<file path="src/design/hmq_pkg.sv">
// ============================================================================
// hmq_pkg
// Shared types and constants for the heightmap height query unit.
// ============================================================================
`default_nettype none

package hmq_pkg;

  // Width of a height sample and of a Q16.16 position or tile size.
  localparam int SAMPLE_W = 32;
  localparam int POS_W    = 32;

  // Shared divider: dividend, divisor and step count widths.
  localparam int DIV_W  = 65;
  localparam int DVS_W  = 33;
  localparam int STEP_W = 7;

  // Steps for a position divide and for the final rounding divide.
  localparam logic [STEP_W-1:0] POS_STEPS = 7'd32;
  localparam logic [STEP_W-1:0] FIN_STEPS = 7'd65;

  // Request kinds carried in in_tuser.
  localparam logic REQ_WRITE = 1'b0;
  localparam logic REQ_QUERY = 1'b1;

  // Configuration register indexes.
  localparam logic [0:0] CFG_TILE_SIZE    = 1'b0;
  localparam logic [0:0] CFG_TILES_IN_USE = 1'b1;

  // Input tdata layout, lowest field first.
  localparam int IN_TDATA_W = 112;
  localparam int COL_LO     = 0;
  localparam int ROW_LO     = 7;
  localparam int HGT_LO     = 14;
  localparam int QX_LO      = 46;
  localparam int QZ_LO      = 78;

  // Query sequencer states.
  typedef enum logic [2:0] {
    ST_IDLE,
    ST_DIVX,
    ST_DIVZ,
    ST_ADDR,
    ST_MAC,
    ST_ROUND,
    ST_DIVF,
    ST_OUT
  } hmq_state_t;

  // Divider launch control.
  typedef struct packed {
    logic              start;
    logic [STEP_W-1:0] steps;
  } div_ctl_t;

  // Divider status.
  typedef struct packed {
    logic busy;
    logic done;
  } div_sts_t;

endpackage

`default_nettype wire

</file>
<file path="src/design/hmq_div.sv">
// ============================================================================
// hmq_div
// Bit-serial restoring divider, one quotient bit per cycle.
// ============================================================================
`default_nettype none

module hmq_div (
  input  wire logic                        clk,
  input  wire logic                        rst_n,
  input  wire hmq_pkg::div_ctl_t           ctl,
  input  wire logic [hmq_pkg::DIV_W-1:0]   dividend,
  input  wire logic [hmq_pkg::DVS_W-1:0]   divisor,
  output      hmq_pkg::div_sts_t           sts,
  output      logic [hmq_pkg::DIV_W-1:0]   quotient,
  output      logic [hmq_pkg::DVS_W-1:0]   remainder
);

  // The dividend is consumed from the top bit; quotient bits enter at the bottom.
  logic [hmq_pkg::DIV_W-1:0]  dvd_r;
  logic [hmq_pkg::DVS_W-1:0]  rem_r;
  logic [hmq_pkg::DVS_W-1:0]  dvs_r;
  logic [hmq_pkg::STEP_W-1:0] cnt_r;
  logic                       busy_r;
  logic                       done_r;

  logic [hmq_pkg::DVS_W:0]    trial;
  logic                       fits;

  // One trial subtraction per cycle.
  assign trial = {rem_r, dvd_r[hmq_pkg::DIV_W-1]};
  assign fits  = (trial >= {1'b0, dvs_r});

  // Control registers.
  always_ff @(posedge clk) begin
    if (!rst_n) begin
      busy_r <= 1'b0;
      done_r <= 1'b0;
      cnt_r  <= '0;
    end else begin
      done_r <= 1'b0;
      if (ctl.start) begin
        busy_r <= 1'b1;
        cnt_r  <= ctl.steps;
      end else if (busy_r) begin
        cnt_r <= cnt_r - 1'b1;
        if (cnt_r == hmq_pkg::STEP_W'(1)) begin
          busy_r <= 1'b0;
          done_r <= 1'b1;
        end
      end
    end
  end

  // Datapath registers.
  always_ff @(posedge clk) begin
    if (ctl.start) begin
      dvd_r <= dividend;
      dvs_r <= divisor;
      rem_r <= '0;
    end else if (busy_r) begin
      dvd_r <= {dvd_r[hmq_pkg::DIV_W-2:0], fits};
      if (fits) begin
        rem_r <= hmq_pkg::DVS_W'(trial - {1'b0, dvs_r});
      end else begin
        rem_r <= trial[hmq_pkg::DVS_W-1:0];
      end
    end
  end

  assign sts.busy  = busy_r;
  assign sts.done  = done_r;
  assign quotient  = dvd_r;
  assign remainder = rem_r;

endmodule

`default_nettype wire

</file>
<file path="config.mk">
export PLATFORM = sky130hd
export DESIGN_NAME = hmq_div
export DESIGN_NICKNAME = d
export VERILOG_FILES = /design/src/design/hmq_pkg.sv /design/src/design/hmq_div.sv
export SDC_FILE = /design/constraint.sdc
export NUM_CORES = 1
export LEC_CHECK = 0
export ABC_AREA = 1
export BUFFER_PORTS_ARGS = -buffer_cell sky130_fd_sc_hd__buf_4
export CORE_MARGIN = 10
export CORE_UTILIZATION = 54
export CTS_CLUSTER_SIZE = 14
export DETAILED_ROUTE_END_ITERATION = 6
export PLACE_DENSITY = 0.81
export SYNTH_ARGS = -nofsm -noshare
export SYNTH_HDL_FRONTEND = slang
export SYNTH_SLANG_ARGS = --single-unit
</file>
<file path="constraint.sdc">
create_clock -name clk -period 5 [get_ports clk]
set_clock_uncertainty 0.1 [all_clocks]
set_input_delay 1 -clock clk [delete_from_list [all_inputs] [get_ports clk]]
set_output_delay 1 -clock clk [all_outputs]
set_load 0.1 [all_outputs]
</file>
After elaboration in Yosys (flattened, before gate mapping)
Index checks and enable logic that the tools add are counted.
{"block": "totals", "elab_cells": 23, "latch_bits": 0, "input_bits": 108, "mem_bits_rw": 0, "mem_bits_ro": 0, "register_bits": 140, "mem_count": 0, "out_inout_bits": 100}
{"block": "classes", "order_cmp": 1, "bitwise": 2, "shift": 0, "multipliers": 0, "n_div": 0, "reduce_logical": 2, "add_sub_neg": 2, "eq_ne": 1, "n_mux": 9}
{"cell": "two-way mux 65 bit", "count": 2}
{"cell": ">= comparator 34 x 33 -> 1 bit", "count": 1}
{"cell": "two-way mux 33 bit", "count": 1}
{"cell": "subtractor 33 bit", "count": 1}
{"cell": "two-way mux 7 bit", "count": 2}
{"cell": "equality test 7 x 1 -> 1 bit (second input constant)", "count": 1}
{"cell": "subtractor 7 x 1 -> 7 bit (second input constant)", "count": 1}
{"cell": "two-way mux 1 bit", "count": 4}
{"cell": "OR reduction 3 bit", "count": 1}
{"cell": "NOT 1 bit", "count": 2}
{"cell": "nonzero test 2 bit", "count": 1}

Logic depth before layout (Yosys ltp)
{"block": "logic_depth", "depth_word": 4, "ltp_mapped": 17}

Worst setup path before layout
No wires, ideal clock.
{"block": "synth_path", "path_type": "input port to flip-flop", "start": "input port ctl[7] in the netlist's numbering", "end": "register dvd_r, in the netlist quotient[0] (enable)", "path_slack_ns": 1.167, "path_buffers": 2, "arrival_time_ns": 3.277, "cell_stages": 4, "required_ns": 4.444, "path_cell_list": "buf_2 nor2_1 inv_1 clkbuf_1"}
{"block": "synth_via", "elab_chain_len": 1}
{"item": "start, declared", "line": "hmq_div.sv:10", "source": "input wire hmq_pkg::div_ctl_t ctl,"}
{"item": "nonzero test 2 bit (no source line)"}
{"item": "end signal, assigned", "line": "hmq_div.sv:57", "source": "dvd_r <= dividend;"}
{"item": "end signal, assigned", "line": "hmq_div.sv:61", "source": "dvd_r <= {dvd_r[hmq_pkg::DIV_W-2:0], fits};"}
{"item": "end, declared", "line": "hmq_div.sv:19", "source": "logic [hmq_pkg::DIV_W-1:0] dvd_r;"}
Every way passes these cells.
A chain may end at the register's enable or synchronous reset.

Worst setup path in the final report
{"block": "layout_path", "start": "register dvs_r[20] in the netlist's numbering", "end": "register rem_r, in the netlist remainder[17]"}
{"block": "layout_via", "elab_chain_len": 2}
{"item": "start, declared", "line": "hmq_div.sv:21", "source": "logic [hmq_pkg::DVS_W-1:0] dvs_r;"}
{"item": "start signal, assigned", "line": "hmq_div.sv:58", "source": "dvs_r <= divisor;"}
{"item": ">= comparator 34 x 33 -> 1 bit", "line": "hmq_div.sv:31", "source": "assign fits = (trial >= {1'b0, dvs_r});"}
{"item": "two-way mux 33 bit", "line": "hmq_div.sv:62", "source": "if (fits) begin"}
{"item": "end signal, assigned", "line": "hmq_div.sv:63", "source": "rem_r <= hmq_pkg::DVS_W'(trial - {1'b0, dvs_r});"}
{"item": "end signal, assigned", "line": "hmq_div.sv:65", "source": "rem_r <= trial[hmq_pkg::DVS_W-1:0];"}
{"item": "end, declared", "line": "hmq_div.sv:20", "source": "logic [hmq_pkg::DVS_W-1:0] rem_r;"}
Every way passes these cells.

==> impl_metrics.csv <==
group,metric,value,unit
clock_tree,cts_hold_buf,0,
synth,ys_seq_elements,140,
routing,drt_iter0_markers,450,
power_and_ir_drop,leakagePower,5.73,nW
clock_tree,cts_buffers,17,
timing,fin_crit_sh,62.8,%
power_and_ir_drop,p_per_area,321,mW/mm²
clock_tree,ctsResizeCount,0,
grt,grt_use_met2,37.8,%
outcome,status,"finished, final reports clean",
die,dieArea,0.0211,mm²
layout,drive_gt1_share,18.8,%
timing,drv_slew,0,
placed_design,portBuffers,207,
grt,grt_pass1_wl,39.3,mm
die,die_h,145,µm
placed_design,dpl.hpwl,18.7,mm
synth,synth_compound_area_share,3.78,%
routing,avgRoutedWirePerCell,15.4,µm
synth,ys_warn_count,0,
timing,rsz0062_at_grt,"no",
synth,synth_area,0.00850,mm²
layout,fin_nets,1516,
clock_tree,cts_max_path_buffers,2,
grt,use_met3,10.0,%
grt,grt_pass1_vias,7936,
routing,drcViolationCount,0,
power_and_ir_drop,peakVddDrop,0.305,mV
critical_path,cp-end-kind,"register",
power_and_ir_drop,p_sw_share,34.8,%
routing,routed_wl,24.6,mm
grt,antenna_found_initial,0,
critical_path,setup.worst_path.class,"reg2reg",
layout,areaGrowthSynthToFinish,26.5,%
power_and_ir_drop,power_frac_seq,40.3,%
grt,grt_max_degree,55,
grt,grt.total_usage,22.7,%
routing,ant_nets,0,
critical_path,r2r_start,"dvs_r[20]",
routing,via_per_inst,5.00,
clock_tree,cts_sinks,140,
die,ioPinCount,208,
timing,max_slew_margin,32.1,%
critical_path,reg2reg_to,"remainder[17]",
clock_tree,path_clk_slew,0.06,ns
die,initial_core_util,55.5,%
synth,synth_top_family_by_area,"simple AND/OR/NAND/NOR gates",
synth,synthAdderAreaFrac,5.39,%
timing,max_clock_freq,318,MHz
die,core_area,0.0153,mm²
timing,setup_viol,0,
worst_hold_path,worstHoldStart,"remainder[32]",
worst_hold_path,hold_path_end,"remainder[32]",
grt,grt.overflow.total,0,
flow_run,maxCapViolCount,0,
timing,hold_viol_final,0,
grt,busiest_layer,"met2",
routing,via_count,7976,
critical_path,startpoint_type,"register",
synth,syn_inst,1174,
power_and_ir_drop,switchingPower,0.00120,W
synth,synthSimpleGateAreaFrac,33.9,%
clock_tree,tritoncts,"yes",
synth,muxShareOfSynthArea,0,%
synth,avgSynthCellArea,7.24,µm²
critical_path,path_max_fanout,36,
synth,seq_area_frac_synth,44.5,%
clock_tree,cts_htree_levels,4,
die,die_width,145,µm
clock_tree,cts_setup_buffers,0,
worst_hold_path,min_path_type,"reg2reg",
timing,final.min_clock_period,3.14,ns
placed_design,gp_congestion,1.02,
power_and_ir_drop,comb_power_share,24.3,%
critical_path,rr_worst_depth,15,
layout,antennaDiodeCount,0,
clock_tree,clock_latency,0.43,ns
die,num_rows,45,
critical_path,arrival,3.37,ns
placed_design,placed_area,0.0102,mm²
timing,fin_tns_setup,0,ns
power_and_ir_drop,pwr-share-clk,35.4,%
power_and_ir_drop,p_int,0.00225,W
layout,finalInstanceArea,0.0107,mm²
clock_tree,cts_root_buf,"clkbuf_16",
worst_hold_path,min_path_cells,2,
timing,tightest_slew,1.02,ns
critical_path,reg2reg_slack,1.86,ns
synth,synth_xor_xnor_area_share,1.75,%
synth,synth.distinct_cells,36,
grt,use_met1,25.5,%
routing,drt_pass1_iterations,5,
synth,syn-num-nets,1318,
critical_path,required,5.23,ns
## sequential cells by signal, summed over array words and instances, names as in the netlist
name,cells
quotient,65
remainder,33
dvs_r,33
done_r,1
cnt_r,7
busy_r,1
## how the worst max path moves through the flow
stage               depth (start not counted)  startpoint             to  slack, ns
floorplan                                   4      ctl[7]    quotient[0]       1.17
global placement                            4      ctl[7]   quotient[54]       1.98
detailed placement                          6      ctl[7]       cnt_r[5]       1.92
CTS                                        15   dvs_r[20]  remainder[17]       1.88
global route                               15   dvs_r[20]   remainder[2]       1.57
finish                                     15   dvs_r[20]  remainder[17]       1.86
## synth_stat cells
master / n / area share (%)
buf_6: 3 / 0.40
buf_2: 8 / 0.47
xor2_1: 4 / 0.41
a31oi_1: 5 / 0.37
nand3_2: 3 / 0.35
buf_1: 3 / 0.13
inv_2: 1 / 0.044
or2_2: 1 / 0.074
nor4_4: 1 / 0.25
clkinv_1: 1 / 0.044
nand2_2: 3 / 0.22
buf_4: 4 / 0.35
xnor2_1: 13 / 1.3
nor3_1: 7 / 0.41
o21bai_1: 3 / 0.27
nor4_1: 2 / 0.15
and2_1: 3 / 0.22
nor2_1: 44 / 1.9
o21ai_0: 12 / 0.71
a32oi_1: 1 / 0.10
edfxtp_1: 98 / 35
nand2_1: 523 / 23
clkbuf_1: 15 / 0.66
inv_1: 193 / 8.5
nor2_2: 4 / 0.29
a21oi_1: 22 / 1.3
nand2_4: 2 / 0.27
o31a_1: 1 / 0.10
nand3b_1: 20 / 1.8
dfxtp_1: 42 / 9.9
ha_1: 35 / 5.2
nand3_1: 75 / 4.4
nand4_1: 4 / 0.29
fa_1: 1 / 0.24
o21ai_1: 16 / 0.94
nor2_4: 1 / 0.13
## metrics by stage
step                      cells  setup WS (ns)  utilization, %  hold slack [ns]  power [W]
final                      1596           1.86            70.2            0.386    0.00345
after global routing       1596           1.57            70.2            0.414    0.00357
after CTS                  1596           1.88            70.2            0.390    0.00346
after detailed placement   1564           1.92            66.5            0.379    0.00225
after global placement     1564           1.98            66.5            0.357    0.00225
after floorplan            1174           1.17               -            0.361    0.00203
## cells by family after synthesis
| group | Yosys count |
|---|---|
| xor gates and xnor gates | 17 |
| AOI/OAI and AO/OA | 60 |
| adders and majority gates | 36 |
| and+or+nand+nor | 693 |
| buffers and inverters | 228 |
| DFF | 140 |
## placed cells by master (no fill, tap or decap), drive strengths merged
cell type  count
nor2          49
o31a           1
clkinv         5
nor4           3
fa             1
a21oi         22
o21ai         28
inv          196
xnor2         13
or2            1
nand2        528
clkinvlp       5
nor3           7
bufinv         1
edfxtp        98
ha            35
nand3b        20
buf          212
dfxtp         42
o21bai         3
nand4          4
nand3         78
a32oi          1
and2           3
a31oi          5
clkbuf        20
xor2           4
## critical path: stages, from the launching register on
cell and delay, ns:
edfxtp_1 0.37, inv_1 0.10, ha_1 0.27, nand2_1 0.14, inv_1 0.05, nand2_1 0.06
nand2_1 0.06, nand2_1 0.06, nand2_1 0.06, nand2_1 0.07, nand3_2 0.08, nor2_4 0.78
nand2_4 0.45, nand2_1 0.18, nand3_1 0.08, o21ai_1 0.12
## power groups by stage
| stage | Clock, W | Sequential (W) | Combinational [W] |
|---|---|---|---|
| after global placement | 0 | 0.00141 | 0.000833 |
| after global routing | 0.00128 | 0.00140 | 0.000890 |
| after detailed placement | 0 | 0.00141 | 0.000842 |
| after CTS | 0.00123 | 0.00139 | 0.000844 |
| final | 0.00122 | 0.00139 | 0.000839 |
| after floorplan | 0 | 0.00182 | 0.000209 |
## final cells by class
type,instances,area (µm²)
timing repair buffer,212,1590
clock buffer,20,447
fill,1307,4570
inverter,195,733
multi-input combinational,806,3810
clock inverter,12,119
sequential,140,3780
tap,211,264
## layer usage
layer | wire length (µm) | share of wire [%]
met4 | 552 | 2.2
met1 | 9770 | 40
met5 | 0 | 0
met3 | 2600 | 11
met2 | 11700 | 48
No activity file was read; power rests on OpenSTA's default activity.
